[src/rtl/core/dttf_pkg.sv]
// Shared types, constants and helper functions of the decimal text to fixed point core.
package dttf_pkg;

    localparam int CHAR_W   = 8;
    localparam int AMOUNT_W = 54;
    localparam int ERR_W    = 3;
    localparam int CNT_W    = 4;
    localparam int SCALE_W  = 30;
    localparam int HALF_W   = AMOUNT_W / 2;

    localparam logic [CNT_W-1:0] CNT_SAT     = 4'd9;
    localparam logic [CNT_W-1:0] INT_DIGITS  = 4'd8;
    localparam logic [CNT_W-1:0] FRAC_DIGITS = 4'd8;

    localparam logic [CHAR_W-1:0] CHAR_POINT = 8'h2E;
    localparam logic [CHAR_W-1:0] CHAR_ZERO  = 8'h30;
    localparam logic [CHAR_W-1:0] CHAR_NINE  = 8'h39;

    typedef enum logic [ERR_W-1:0] {
        ERR_NONE         = 3'd0,
        ERR_BAD_CHAR     = 3'd1,
        ERR_SECOND_POINT = 3'd2,
        ERR_INT_DIGITS   = 3'd3,
        ERR_FRAC_DIGITS  = 3'd4,
        ERR_NO_DIGITS    = 3'd5
    } t_err;

    // One input word as held in the input register
    typedef struct packed {
        logic [CHAR_W-1:0] character;
        logic              has_character;
        logic              last;
    } t_char;

    // Finished string handed from the parser to the scaler
    typedef struct packed {
        t_err                err;
        logic [AMOUNT_W-1:0] value;
        logic [SCALE_W-1:0]  scale;
    } t_fin;

    function automatic logic [CNT_W-1:0] sat_inc(input logic [CNT_W-1:0] n);
        return (n >= CNT_SAT) ? CNT_SAT : n + 4'd1;
    endfunction

    function automatic logic [SCALE_W-1:0] pow10(input logic [CNT_W-1:0] e);
        logic [SCALE_W-1:0] r;
        case (e)
            4'd0:    r = 30'd1;
            4'd1:    r = 30'd10;
            4'd2:    r = 30'd100;
            4'd3:    r = 30'd1000;
            4'd4:    r = 30'd10000;
            4'd5:    r = 30'd100000;
            4'd6:    r = 30'd1000000;
            4'd7:    r = 30'd10000000;
            4'd8:    r = 30'd100000000;
            4'd9:    r = 30'd1000000000;
            default: r = 30'd1;
        endcase
        return r;
    endfunction

endpackage

[src/rtl/core/dttf_parse.sv]
// Character parser: digit accumulation, counters, error tracking and end-of-string hand-off.
module dttf_parse import dttf_pkg::*; #(
    parameter logic [CNT_W-1:0] INTEGER_DIGITS  = INT_DIGITS,
    parameter logic [CNT_W-1:0] FRACTION_DIGITS = FRAC_DIGITS
) (
    input  logic  i_clk,
    input  logic  i_rst_n,
    input  logic  i_valid,
    input  t_char i_item,
    output logic  o_take,
    output logic  o_fin_valid,
    output t_fin  o_fin,
    input  logic  i_fin_ready
);

    logic [AMOUNT_W-1:0] r_acc, n_acc;
    logic                r_point, n_point;
    logic [CNT_W-1:0]    r_int, n_int;
    logic [CNT_W-1:0]    r_frac, n_frac;
    t_err                r_err, n_err;
    logic                r_fin_valid, n_fin_valid;
    t_fin                r_fin, n_fin;
    logic [AMOUNT_W-1:0] acc_next;
    logic                fin_free;
    t_err                fin_err;

    // acc * 10 + digit as two shifts and two adds
    assign acc_next = {r_acc[AMOUNT_W-4:0], 3'b000} + {r_acc[AMOUNT_W-2:0], 1'b0}
                      + AMOUNT_W'(i_item.character[3:0]);

    assign fin_free = !r_fin_valid || i_fin_ready;
    assign o_take   = i_valid && (!i_item.last || fin_free);

    always_comb begin
        n_acc   = r_acc;
        n_point = r_point;
        n_int   = r_int;
        n_frac  = r_frac;
        n_err   = r_err;
        if (i_item.has_character && r_err == ERR_NONE) begin
            if (i_item.character == CHAR_POINT) begin
                if (r_point) begin
                    n_err = ERR_SECOND_POINT;
                end else begin
                    n_point = 1'b1;
                end
            end else if (!(i_item.character inside {[CHAR_ZERO:CHAR_NINE]})) begin
                n_err = ERR_BAD_CHAR;
            end else if (r_point) begin
                n_frac = sat_inc(r_frac);
                if (n_frac > FRACTION_DIGITS) begin
                    n_err = ERR_FRAC_DIGITS;
                end else begin
                    n_acc = acc_next;
                end
            end else begin
                n_int = sat_inc(r_int);
                if (n_int > INTEGER_DIGITS) begin
                    n_err = ERR_INT_DIGITS;
                end else begin
                    n_acc = acc_next;
                end
            end
        end
    end

    always_comb begin
        if (n_err == ERR_NONE && n_int == '0 && n_frac == '0) begin
            fin_err = ERR_NO_DIGITS;
        end else begin
            fin_err = n_err;
        end
        n_fin.err   = fin_err;
        n_fin.value = (fin_err == ERR_NONE) ? n_acc : '0;
        n_fin.scale = pow10(FRACTION_DIGITS - n_frac);
        n_fin_valid = (r_fin_valid && !i_fin_ready) || (o_take && i_item.last);
    end

    always_ff @(posedge i_clk) begin
        if (!i_rst_n) begin
            r_acc       <= '0;
            r_point     <= 1'b0;
            r_int       <= '0;
            r_frac      <= '0;
            r_err       <= ERR_NONE;
            r_fin_valid <= 1'b0;
        end else begin
            r_fin_valid <= n_fin_valid;
            if (o_take) begin
                if (i_item.last) begin
                    r_acc   <= '0;
                    r_point <= 1'b0;
                    r_int   <= '0;
                    r_frac  <= '0;
                    r_err   <= ERR_NONE;
                end else begin
                    r_acc   <= n_acc;
                    r_point <= n_point;
                    r_int   <= n_int;
                    r_frac  <= n_frac;
                    r_err   <= n_err;
                end
            end
        end
    end

    always_ff @(posedge i_clk) begin
        if (o_take && i_item.last) begin
            r_fin <= n_fin;
        end
    end

    assign o_fin_valid = r_fin_valid;
    assign o_fin       = r_fin;

`ifndef ASSERT_OFF
    a_cnt_range: assert property (@(posedge i_clk) disable iff (!i_rst_n)
        (r_int <= CNT_SAT) && (r_frac <= CNT_SAT))
        else $error("digit counter beyond saturation");

    a_clear_after_last: assert property (@(posedge i_clk) disable iff (!i_rst_n)
        (o_take && i_item.last) |=>
        (r_acc == '0 && r_int == '0 && r_frac == '0 && !r_point && r_err == ERR_NONE))
        else $error("string state not cleared after end of string");
`endif

endmodule

[config.mk]
export PLATFORM = sky130hd
export DESIGN_NAME = dttf_parse
export DESIGN_NICKNAME = d
export VERILOG_FILES = /design/src/rtl/core/dttf_pkg.sv /design/src/rtl/core/dttf_parse.sv
export SDC_FILE = /design/constraint.sdc
export NUM_CORES = 1
export LEC_CHECK = 0
export ABC_AREA = 1
export BUFFER_PORTS_ARGS = -buffer_cell sky130_fd_sc_hd__buf_2
export CORE_MARGIN = 4
export CORE_UTILIZATION = 30
export DETAILED_ROUTE_END_ITERATION = 10
export PLACE_DENSITY_LB_ADDON = 0.1
export SYNTH_ARGS = -nofsm -noshare
export SYNTH_HDL_FRONTEND = slang
export SYNTH_SLANG_ARGS = --single-unit
[constraint.sdc]
create_clock -name i_clk -period 5.2 [get_ports i_clk]
set_input_delay 0.26 -clock i_clk [delete_from_list [all_inputs] [get_ports i_clk]]
set_output_delay 0.26 -clock i_clk [all_outputs]
set_load 0.05 [all_outputs]
; Yosys cells after proc, flatten, opt, wreduce, memory -nomap -nowiden
; Memory sizes are Yosys's and may differ from the RTL's. A register that Yosys moved wholly into a read port is not among the register bits.
; Index checks and enable logic that the tools add are counted.
; Widths: inputs -> output; s select.
[word_totals]
reg_bits = 124
romBits = 480
in_bits = 14
output_inout_bits = 89
elab_cells = 73
mem_count = 1
[mem_list]
columns = memory, depth, width, read_ports, rd_clocked_by_memory_dff, write_ports, line
row1 = (no name shown), 16, 30, 1, 1, 0, dttf_pkg.sv:48  ; case (e)
[op_classes]
addsub = 5
n_lt_le_gt_ge = 6
eq_ne = 1
muxes = 31
n_reduce_logical = 21
[ops]
columns = operator, n
row1 = $mux 54, 7
row2 = $add 54x4->54, 1
row3 = $add 54x54->54, 1
row4 = $mux 4, 12
row5 = $mux 3, 9
row6 = $logic_not 3->1, 3
row7 = $add 4x1->4 const B, 2
row8 = $eq 8x6->1 const B, 1
row9 = $ge 4x4->1 const B, 2
row10 = $ge 8x6->1 const B, 1
row11 = $gt 4x4->1 const B, 2
row12 = $le 8x6->1 const B, 1
row13 = $logic_not 4->1, 2
row14 = $logic_and 1x1->1, 7
row15 = $reduce_bool 2->1, 2
row16 = $sub 4x4->4 const A, 1
row17 = $logic_not 1->1, 3
row18 = $logic_or 1x1->1, 3
row19 = $mux 1, 3
row20 = $reduce_and 3->1, 1

; Longest topological paths before layout
; Gate-level depths: netlist of run 1.
[depth]
depth_word = 13
ltp_mapped = 20
ltp_nobuf = 20

; Least setup slack after synthesis of run 1
; Ideal clock, no wire load.
[synth_path]
path_type = reg2reg
from = register r_fin_valid, in the netlist o_fin_valid
to = register o_fin[0] (netlist name)
setup_time_ps = 434
arrival_ps = 2832
required_ps = 4766
slack_ps = 1934
path_stages_with_launch = 8
path_buffers = 0
period_less_slack_ps = 3266
path_cell_list = dfxtp_1 inv_1 nor2_1 inv_1 o21ai_0 inv_1 nand2_1 inv_1
[synth_via]
elab_chain_cells = 5
[synth_lines]
columns = element, line
row1 = "start, declared", dttf_parse.sv:21  ; logic r_fin_valid, n_fin_valid;
row2 = "start signal, assigned", dttf_parse.sv:88  ; r_fin_valid <= n_fin_valid;
row3 = $logic_not 1->1, dttf_parse.sv:31  ; assign fin_free = !r_fin_valid || i_fin_ready;
row4 = $logic_or 1x1->1, dttf_parse.sv:31
row5 = $logic_or 1x1->1, dttf_parse.sv:32  ; assign o_take = i_valid && (!i_item.last || fin_free);
row6 = $logic_and 1x1->1, dttf_parse.sv:32
row7 = named net o_take, dttf_parse.sv:10  ; output logic o_take,
row8 = $logic_and 1x1->1, dttf_parse.sv:108  ; if (o_take && i_item.last) begin
; The timed path passes the listed nets, and every way through them passes these cells.
; A chain may end at the register's enable or synchronous reset.

; Worst setup path in the final report of run 1
[layout_path]
from = register r_acc[2]
to = register r_fin, in the netlist o_fin[71], data pin
[layout_via]
elab_chain_cells = 7
elab_cells_between_ends = 8
classes_between = 2 x add/sub / 6 x mux
[layout_lines]
columns = element, line
row1 = "start, declared", dttf_parse.sv:16  ; logic [AMOUNT_W-1:0] r_acc, n_acc;
row2 = "start signal, assigned", dttf_parse.sv:97  ; r_acc <= n_acc;
row3 = $add 54x54->54 *, dttf_parse.sv:28  ; assign acc_next = {r_acc[AMOUNT_W-4:0], 3'b000} + {r_acc[AMOUNT_W-2:0], 1'b0}
row4 = $add 54x4->54 *, dttf_parse.sv:29  ; + AMOUNT_W'(i_item.character[3:0]);
row5 = $mux 54 (on tied branches), "dttf_parse.sv:58, dttf_parse.sv:51"
row6 = $mux 54 *, dttf_parse.sv:49  ; end else if (r_point) begin
row7 = $mux 54 *, dttf_parse.sv:47  ; end else if (!(i_item.character inside {[CHAR_ZERO:CHAR_NINE]})) begin
row8 = $mux 54 *, dttf_parse.sv:41  ; if (i_item.character == CHAR_POINT) begin
row9 = $mux 54 *, dttf_parse.sv:40  ; if (i_item.has_character && r_err == ERR_NONE) begin
row10 = "end signal, assigned", dttf_parse.sv:109  ; r_fin <= n_fin;
row11 = "end, declared", dttf_parse.sv:22  ; t_fin r_fin, n_fin;
; Every way passes the cells marked *; elsewhere a longest branch is shown, timed or not.

==> key figures, run 1 <==
Run status
  • Status: finished, final reports clean

Pwr
  • P_leak: 6.54 nW
  • Largest vdd supply drop: 0.143 mV
  • Power Density: 202 nW/um^2

Global routing
  • Antenna violations before repair: 0
  • Number of global-route vias before repair: 11100
  • Largest net degree at the start of global routing: 66
  • Total congestion overflow: 0
  • Tot GR Track Use: 0.179
  • First-pass GRT wire length: 61500 microns

Run
  • Max-cap violations: 0

CTS
  • Post-CTS setup buffer count: 0
  • # hold bufs at CTS: 0
  • Sinks on Clock Net: 147
  • Clock Tree Buf Depth: 2
  • H-tree levels: 4
  • Cts bufs inserted: 17
  • PostCTS Resize Cnt: 0
  • CTS tree: built
  • Clock transition at path regs: 0.07 ns
  • Clk_lat worst skew: 0.48 ns
  • Root Buffer: clkbuf_16

Drt
  • Vias per cell: 4.65
  • Antenna Nets Post-Route: 0
  • Routed length per instance: 15.9 microns
  • Vias: 11400
  • Routed Wire Length: 39200 microns
  • Initial DRC count: 775
  • DRC Markers: 0
  • TritonRoute pass-1 iters: 4

Synth
  • Top_reg_cell synth: edfxtp_1
  • FFs w/ async S/R, synth: 0
  • Syn avg cell area: 6.64 sq um
  • Synth warn: 0
  • Cell variety after synth: 47
  • EDFF count, synth: 80
  • Post-synth net total: 1967
  • Cell count after synthesis: 1836
  • Post-Syn Area: 12200 sq um
  • Post-synthesis sequential area ratio: 0.307
  • #FFs+latches synth: 147

Floorplan
  • Starting density of the core: 0.305
  • I/O pin cnt: 103
  • Die H: 210 microns
  • Die Width: 210 microns
  • Die area: 43900 sq um
  • FP Rows: 73
  • Core area: 39900 sq um

Worst setup path
  • Critical R2R Launch: r_acc[2]
  • Critical-path cell list: inv_1 -> fa_1 -> inv_1 -> ha_1 -> nand3_1 -> nand3_1 -> nand2_1 -> nand2_1 -> nand3_1 -> nand3b_1 -> nand2_1 -> nand2_1 -> nand2_1 -> nand3_1 -> nand2_1 -> nand2_1 -> nand2_1 -> nor2_1
  • Startpoint Class: flop
  • Setup CP Type: reg -> reg
  • CP Data Arrival Time: 3.52 ns
  • Required @ worst endpoint: 5.39 ns
  • Most used cell along the critical path: nand2_1
  • Critical Path Start: r_acc[2]
  • Crit-path max FO: 4
  • Crit end category: flop
  • Slowest CP cell: fa_1
  • CP peak stage delay: 0.56 ns

Timing
  • Max Freq: 300 MHz
  • Setup Skew: 0.0175 ns
  • Least-Margin Pin Slew: 0.946 ns
  • Period utilization: 0.642
  • RSZ-0062 raised after global routing: false
  • Final Hold Vio Count: 0
  • Worst setup margin: 1.86 ns
  • Minimum clock period: 3.34 ns
  • TNS Setup: 0 ns
  • Fin. max-slew vios: 0
  • Slew HR: 0.369
  • Smallest hold slack: 0.0613 ns
  • Final setup vio count: 0

Cells and area
  • Share of layout cells above drive strength 1: 0.117
  • Fin nets: 2051
  • Fillers: 4320
  • Area grow syn2layout: 12.8%
  • Antenna Cells: 0

Placed design
  • Place WS: 1.85 ns
  • DP HPWL: 30000 microns
  • IO Port Bufs: 102
  • GP Congestion: 0.942

Hold path
  • Worst hold path type: in -> reg
  • Hold_sp: i_rst_n
==> metal layers <==
| metal | share of wire | wire length [microns] | track usage |
|---|---|---|---|
| met5 | 0 | 0 | 0 |
| met4 | 0.015 | 581 | 0.0475 |
| met3 | 0.036 | 1400 | 0.0284 |
| met2 | 0.46 | 17900 | 0.297 |
| met1 | 0.49 | 19300 | 0.242 |
==> synthesized netlist by cell type (5+ instances only) <==
cell | count | area share
nand2_1 | 634 | 0.20
inv_1 | 300 | 0.092
nor2_1 | 145 | 0.045
nand3_1 | 140 | 0.057
ha_1 | 115 | 0.12
a21oi_1 | 99 | 0.041
edfxtp_1 | 80 | 0.20
dfxtp_1 | 67 | 0.11
nor2_2 | 31 | 0.016
clkbuf_1 | 21 | 0.0065
o21ai_0 | 21 | 0.0086
or2_2 | 21 | 0.011
o21bai_1 | 20 | 0.012
nand4_1 | 16 | 0.0082
nor3_1 | 15 | 0.0062
o21ai_1 | 11 | 0.0045
buf_4 | 9 | 0.0055
xor2_1 | 8 | 0.0057
buf_2 | 7 | 0.0029
xnor2_1 | 7 | 0.0050
a21o_1 | 5 | 0.0031
nand2_2 | 5 | 0.0026
o21ai_2 | 5 | 0.0036
==> flip-flops by register name, summed over array words and instances (netlist names) <==
register	flops
r_int	4
r_acc	54
o_fin	80
r_point	1
o_fin_valid	1
r_err	3
r_frac	4
==> kinds of logic (layout without fill, tap and decap cells) <==
group / Yosys count / after routing / synth area share
fa+ha+maj: 117 / 117 / 0.121
simple gates: 1026 / 1026 / 0.356
flops: 147 / 147 / 0.307
buf+inv: 352 / 449 / 0.118
compound gates: 179 / 179 / 0.0867
xor+xnor: 15 / 15 / 0.0108
==> path summary, 6_finish.rpt <==
check	endpoint	slack (ns)	cells past startpoint
max	o_fin[71]	1.86	18
min	o_fin_valid	0.06	3
max reg2reg	o_fin[71]	1.86	18
min reg2reg	r_acc[53]	0.47	2
==> power breakdown <==
part           switching, mW  internal (mW)  leakage [nW]
logic                  0.179         0.0393          4.97
clock network          0.603          0.709         0.295
registers            0.00891           1.24          1.27
==> per-stage QoR <==
step / cells / cell area [sq um] / util / total power [mW]
6_report: 2458 / 13800 / 0.345 / 2.78
3_5_place_dp: 2426 / 13100 / 0.329 / 1.50
3_3_place_gp: 2426 / 13100 / 0.329 / 1.50
2_1_floorplan: 1836 / 12200 / - / 1.43
4_1_cts: 2458 / 13800 / 0.345 / 2.83
5_1_grt: 2458 / 13800 / 0.345 / 2.89
==> layout by cell type, fill, tap and decap left out, drive strengths merged <==
cell type / Yosys / routed
buf: 22 / 108
a211oi: 3 / 3
fa: 2 / 2
clkinvlp: 0 / 1
nor3b: 1 / 1
a21o: 5 / 5
nand2b: 1 / 1
a21boi: 1 / 1
clkinv: 3 / 6
edfxtp: 80 / 80
inv: 306 / 315
nand3b: 3 / 3
or2: 21 / 21
xor2: 8 / 8
nand2: 643 / 643
nor3: 16 / 16
o21ai: 38 / 38
nand4: 17 / 17
nor2: 180 / 180
clkbuf: 21 / 18
bufinv: 0 / 1
a31oi: 4 / 4
o211ai: 4 / 4
nand3: 141 / 141
o21a: 4 / 4
a21oi: 100 / 100
and3: 1 / 1
dfxtp: 67 / 67
xnor2: 7 / 7
ha: 115 / 115
o21bai: 20 / 20
nor4: 2 / 2
==> worst max-delay path: cells and delay by family, from the launching register on <==
kind	cells	cell delay, ns
AND/OR/NAND/NOR	14	1.63
flip-flops	1	0.38
adder cells (fa/ha/maj)	2	0.87
buffers and inverters	2	0.17
==> area by class of cell <==
cell class,count,area [sq um],share of cell area
multi-input cells,1337,7030,0.511
flip-flops and latches,147,3740,0.272
inverters,309,1170,0.0848
well taps,525,657,0.0478
repair buffers,108,556,0.0404
clock buffers,18,450,0.0327
clock inverters,14,155,0.0113
Power figures use the tool's default switching activity.
==> run 2: changes to the inputs <==
Settings changed: ABC_AREA 1 to 0.
Clock period 5.2 ns to 2.8 ns, I/O delays scaled along.
==> key figures, run 2 <==
Synth
  • Top_reg_cell synth: edfxtp_1
  • Top post-synthesis cells by area: edfxtp_1 (23%), ha_1 (14%), dfxtp_1 (13%), nand2_1 (5.9%), a21oi_1 (5.8%)
  • Commonest cells in the netlist: nand2_1 (163), a21oi_1 (119), ha_1 (115)
  • Yosys top cell area share: 0.233 (+0.0363)
  • Post-synthesis sequential area ratio: 0.364 (+0.0566)
  • Cell count after synthesis: 1162 (-37%)
  • EDFF count, synth: 80 (unchanged)
  • Post-Syn Area: 10300 sq um (-16%)
  • FFs w/ async S/R, synth: 0 (unchanged)
  • Post-synth net total: 1293 (-34%)
  • Cell variety after synth: 73 (+55%)
  • Cell taking the most area after synthesis: edfxtp_1
  • Syn avg cell area: 8.86 sq um (+33%)
  • Count leader, synth: nand2_1
  • #FFs+latches synth: 147 (unchanged)
  • Synth warn: 0 (unchanged)

Cells and area
  • Commonest non-fill, non-tap cell in the layout: buf_4
  • FF/Latch Area: 3760 sq um (+0.40%)
  • Multi-input gate area: 7400 sq um (+5.3%)
  • Share of layout cells above drive strength 1: 0.430 (+0.312)
  • Area grow syn2layout: 54.0%
  • Most frequent cells in the layout: buf_4 (286), nand2_1 (154), ha_1 (106)
  • Antenna Cells: 0 (unchanged)
  • Max reg flops: 80 (unchanged)
  • Non-Filler Instances: 2017 (-18%)
  • Fin util: 0.470 (+0.126)
  • Fillers: 3250 (-25%)
  • Fin nets: 1687 (-18%)

Timing
  • Fin. max-slew vios: 0 (unchanged)
  • Period utilization: 1.17 (+0.530)
  • Worst setup margin: -0.480 ns (-2.34 ns)
  • RSZ-0062 raised after global routing: true
  • TNS Setup: -16.51 ns (-16.51 ns)
  • Slew HR: 0.511 (+0.142)
  • Setup Skew: 0.0214 ns (+0.00386 ns)
  • Smallest hold slack: 0.130 ns (+0.0684 ns)
  • Minimum clock period: 3.28 ns (-0.0557 ns)
  • Final setup vio count: 87 (+87)
  • Least-Margin Pin Slew: 0.731 ns (-0.215 ns)
  • Final Hold Vio Count: 0 (unchanged)
  • Max Freq: 305 MHz (+1.7%)

Run status
  • Status: finished with violations
  • Failing checks: negative setup slack

Drt
  • Vias per cell: 4.94 (+6.4%)
  • Routed length per instance: 17.0 microns (+6.3%)
  • Vias: 9974 (-13%)
  • Antenna Nets Post-Route: 0 (unchanged)
  • DRC Markers: 0 (unchanged)
  • Wire length on met3: 953 microns (-32%)
  • TritonRoute pass-1 iters: 5 (+1)
  • Max Used Layer: met4
  • Met2 Wirelength: 15600 microns (-13%)
  • WL met1: 17200 microns (-11%)
  • Routed Wire Length: 34200 microns (-13%)
  • Initial DRC count: 505 (-35%)

Floorplan
  • I/O pin cnt: 103 (unchanged)
  • Die area: 37300 sq um (-15%)
  • Starting density of the core: 0.305 (about the same)
  • Die H: 193 microns (-7.8%)
  • Core area: 33700 sq um (-16%)
  • FP Rows: 67 (-8.2%)
  • Die Width: 193 microns (-7.8%)

Hold path
  • Worst hold path type: in -> reg

Worst setup path
  • Crit-path max FO: 2 (-2)
  • Startpoint Class: flop
  • CP Data Arrival Time: 3.60 ns (+0.08 ns)
  • Setup CP Type: reg -> reg
  • Crit end category: flop
  • Critical-path cell list: inv_2 -> fa_1 -> fa_2 -> nor2b_4 -> o2111ai_2 -> a21oi_2 -> a21boi_2 -> o211ai_1 -> buf_4 -> a311oi_4 -> or2_4 -> or4_1 -> nand3_1
  • CP bufs+invs: 2 (unchanged)
  • Slowest CP cell: fa_1
  • CP top delay family: simple AND/OR/NAND/NOR gates
  • CP peak stage delay: 0.49 ns (-0.07 ns)
  • Required @ worst endpoint: 3.12 ns (-2.27 ns)

Global routing
  • Number of global-route vias before repair: 10200 (-8.2%)
  • Tot GR Track Use: 0.182 (+0.00293)
  • Largest net degree at the start of global routing: 43 (-35%)
  • Antenna violations before repair: 1 (+1)
  • Total congestion overflow: 0 (unchanged)
  • First-pass GRT wire length: 55200 microns (-10%)

Placed design
  • DP HPWL: 25000 microns (-17%)
  • GP Congestion: 0.867 (-7.9%)
  • IO Port Bufs: 102 (unchanged)
  • Dpl cells: 1945 (-20%)

CTS
  • Clock transition at path regs: 0.07 ns (about the same)
  • H-tree levels: 4 (unchanged)
  • Clk_lat worst skew: 0.47 ns (about the same)
  • Clock Tree Buf Depth: 2 (unchanged)
  • Root Buffer: clkbuf_16
  • Sinks on Clock Net: 147 (unchanged)
  • CTS tree: built
  • Cts bufs inserted: 17 (unchanged)

Pwr
  • Power Density: 310 nW/um^2 (+53%)
  • P_leak: 6.91 nW (+5.7%)
  • Largest vdd supply drop: 0.465 mV (+230%)

Run
  • Max-cap violations: 0 (unchanged)
run 2: worst paths after layout:
path | slack [ns] | cells after the start | end | start
min reg2reg | 0.46 | 2 | r_acc[53] | r_acc[53]
max reg2reg | -0.48 | 13 | o_fin[76] | r_acc[2]
max | -0.48 | 13 | o_fin[76] | r_acc[2]
min | 0.13 | 2 | o_fin_valid | i_rst_n
run 2: metal layers:
metal | up-vias | global-route usage
li1 | 5053 | -
met1 | 4748 | 0.256
met2 | 152 | 0.291
met3 | 21 | 0.0263
met4 | 0 | 0.0527
met5 | - | 0
run 2: final cells by class:
type                    instances  area share
clock inverters                13     0.00703
repair buffers                445       0.217
well taps                     448      0.0354
clock buffers                  19      0.0273
inverters                      37     0.00955
flip-flops and latches        147       0.237
multi-input cells             908       0.467
run 2: stage by stage:
step	worst slack [ns]	power (mW)	instance area, sq um
after global placement	-0.579	2.71	13700
after global routing	-0.651	5.08	15900
after detailed placement	-0.618	2.71	13700
after CTS	-0.513	4.98	15400
after floorplan	-0.252	2.59	10500
final	-0.480	4.91	15900
run 2: worst register-to-register path, delay by kind of cell, from the launching register on:
family | cells | cell delay, ns
fa+ha+maj | 2 | 0.88
buf+inv | 2 | 0.24
flops | 1 | 0.33
simple gates | 4 | 0.90
compound gates | 5 | 0.79
run 2: what timing repair did:
action | CTS | global route
hold buffers | 2 | 0
endpoints found under the hold margin | 2 | 0
resized for setup | 185 | 95
buffers inserted | 32 | 20
cloned | 3 | 0
setup endpoints to repair | 110 | 127
pin swaps | 89 | 63
run 2: power by group:
part / total (mW) / switching [mW] / internal (mW)
Combinational: 0.360 / 0.269 / 0.0918
Clock: 2.24 / 1.02 / 1.22
Sequential: 2.31 / 0.00990 / 2.30
Total: 4.91 / 1.30 / 3.61
run 2: kinds of logic after synthesis:
logic type | count (synthesis) | share of synthesized area
AND/OR/NAND/NOR | 398 | 0.191
AO/OA/AOI/OAI | 332 | 0.206
flip-flops | 147 | 0.364
multiplexers | 10 | 0.00972
buffers and inverters | 107 | 0.0430
XOR/XNOR | 51 | 0.0434
adder cells (fa/ha/maj) | 117 | 0.144
==> run 3: changes to the inputs <==
Settings changed: CAP_MARGIN from default to 25, CORE_ASPECT_RATIO from default to 0.9.
==> key figures, run 3 (synthesized netlist as in run 2, its figures left out) <==
CTS
  • Clk_lat worst skew: 0.45 ns (-0.02 ns)
  • Clock Tree Buf Depth: 2 (unchanged)
  • H-tree levels: 4 (unchanged)
  • CTS tree: built
  • Cts bufs inserted: 17 (unchanged)
  • Root Buffer: clkbuf_16
  • Sinks on Clock Net: 147 (unchanged)
  • Clock transition at path regs: 0.07 ns (about the same)

Run status
  • Status: finished with violations
  • Failing checks: negative setup slack

Run
  • Max-cap violations: 0 (unchanged)

Global routing
  • Antenna violations before repair: 0 (-1)
  • Total congestion overflow: 0 (unchanged)
  • Tot GR Track Use: 0.188 (+0.00596)
  • Largest net degree at the start of global routing: 82 (+91%)
  • First-pass GRT wire length: 55700 microns (+0.84%)
  • Number of global-route vias before repair: 10100 (-0.71%)

Floorplan
  • Die Width: 203 microns (+5.2%)
  • I/O pin cnt: 103 (unchanged)
  • Die H: 184 microns (-4.9%)
  • FP Rows: 64 (-4.5%)
  • Starting density of the core: 0.303 (-0.00227)
  • Die area: 37300 sq um (about the same)
  • Core area: 34000 sq um (+0.75%)

Cells and area
  • Non-Filler Instances: 2050 (+1.6%)
  • Antenna Cells: 0 (unchanged)
  • Share of layout cells above drive strength 1: 0.445 (+0.0156)
  • Most frequent cells in the layout: buf_4 (306), nand2_1 (151), buf_2 (102)
  • Commonest non-fill, non-tap cell in the layout: buf_4
  • Fillers: 3281 (+0.95%)
  • Multi-input gate area: 7410 sq um (+0.12%)
  • Fin util: 0.475 (+0.00461)
  • FF/Latch Area: 3760 sq um (+0.17%)
  • Fin nets: 1706 (+1.1%)
  • Finished Cell Area: 16100 sq um (+1.7%)
  • Max reg flops: 80 (unchanged)
  • Area grow syn2layout: 56.6%

Worst setup path
  • Startpoint Class: flop
  • Worst r2r dst: o_fin[82]
  • Required @ worst endpoint: 2.99 ns (-0.13 ns)
  • Critical R2R Launch: r_acc[2]
  • Critical Path Start: r_acc[2]
  • Crit end category: flop
  • CP Data Arrival Time: 3.46 ns (-0.14 ns)
  • Worst R2R Setup Slack: -0.46 ns (+0.02 ns)
  • Crit-path max FO: 3 (+1)
  • Setup CP Type: reg -> reg
  • Reg2Reg Depth: 14 (+1)

Timing
  • Worst setup margin: -0.465 ns (+0.0155 ns)
  • Slew HR: 0.599 (+0.0880)
  • Least-Margin Pin Slew: 0.597 ns (-0.134 ns)
  • Fin. max-slew vios: 0 (unchanged)
  • Period utilization: 1.17 (-0.00552)
  • Final Hold Vio Count: 0 (unchanged)
  • Max Freq: 306 MHz (+0.47%)
  • Final setup vio count: 92 (+5.7%)
  • Setup Skew: 0.0158 ns (-0.00561 ns)
  • Minimum clock period: 3.26 ns (-0.0155 ns)
  • RSZ-0062 raised after global routing: true

Drt
  • Routed length per instance: 17.2 microns (+1.6%)
  • Routed Wire Length: 35300 microns (+3.3%)
  • Vias per cell: 4.94 (about the same)
  • Vias: 10100 (+1.6%)
  • Initial DRC count: 518 (+2.6%)
  • TritonRoute pass-1 iters: 5 (unchanged)
  • Antenna Nets Post-Route: 0 (unchanged)
  • DRC Markers: 0 (unchanged)

Placed design
  • GP Congestion: 0.872 (+0.55%)
  • Area post-placement: 13700 sq um (+0.53%)
  • Dpl cells: 1968 (+1.2%)
  • DP HPWL: 25700 microns (+2.8%)
  • IO Port Bufs: 102 (unchanged)

Pwr
  • Power Density: 315 nW/um^2 (+1.6%)
  • Largest vdd supply drop: 0.395 mV (-15%)
  • P_leak: 7.08 nW (+2.4%)

Hold path
  • Hold_sp: i_item[2]
  • Hold Path End: r_acc[0]
  • Worst hold path type: in -> reg
  • Hold path cells: 3 (+1)
run 3: how the worst max path moves through the flow:
stage	cells after the start	slack (ns)	endpoint
5_1_grt	13	-0.63	o_fin[80]
3_3_place_gp	15	-0.57	o_fin[81]
2_1_floorplan	12	-0.25	o_fin[80]
4_1_cts	13	-0.53	o_fin[80]
3_5_place_dp	15	-0.62	o_fin[82]
6_report	14	-0.46	o_fin[82]
run 3: final cells by class:
cell class                      instances  area share
Multi-Input combinational cell        908       0.459
Sequential cell                       147       0.233
Timing Repair Buffer                  464       0.225
Tap cell                              462      0.0358
Clock buffer                           17      0.0264
Clock inverter                         15      0.0104
Inverter                               37     0.00939
run 3: report_power, final:
part           total, mW  switching, mW  leakage, nW  internal [mW]
combinational      0.365          0.270         5.49         0.0953
clock               2.40           1.06        0.299           1.34
sequential          2.31         0.0123         1.29           2.30
total               5.08           1.34         7.08           3.74
run 3: what timing repair did:
item	4_1_cts	5_1_grt
endpoints found under the hold margin	1	0
gates resized for setup	190	100
gates cloned	4	0
pin swaps	108	68
endpoints found under the setup margin	121	115
hold buffers	1	0
setup buffers	34	21
run 3: through the flow:
| stage | power, mW | hold slack (ns) | TNS [ns] | setup slack, ns |
|---|---|---|---|---|
| after global routing | 5.28 | 0.0164 | -36.41 | -0.627 |
| after CTS | 5.16 | 0.00135 | -21.93 | -0.527 |
| final | 5.08 | 0.0276 | -23.04 | -0.465 |
| after global placement | 2.71 | 0.442 | -35.88 | -0.574 |
| after detailed placement | 2.71 | 0.450 | -39.05 | -0.625 |
| after floorplan | 2.59 | 0.311 | -1.39 | -0.252 |
run 3: worst max-delay path, stage by stage, from the launching register on:
cell and delay (ns):
dfxtp_2 0.35, inv_2 0.04, fa_1 0.50, fa_2 0.40
nor2b_4 0.15, o2111ai_4 0.13, a21oi_4 0.20, buf_4 0.14
o21ai_2 0.08, a21oi_4 0.24, o21ai_2 0.11, a211oi_2 0.17
buf_4 0.15, mux2i_1 0.07, a311o_1 0.28
run 3: routing by layer:
metal	global-route usage	routed length, microns	up-vias
li1	-	-	5082
met1	0.271	17600	4845
met2	0.293	16000	177
met3	0.0321	1200	28
met4	0.0464	509	0
met5	0	0	-
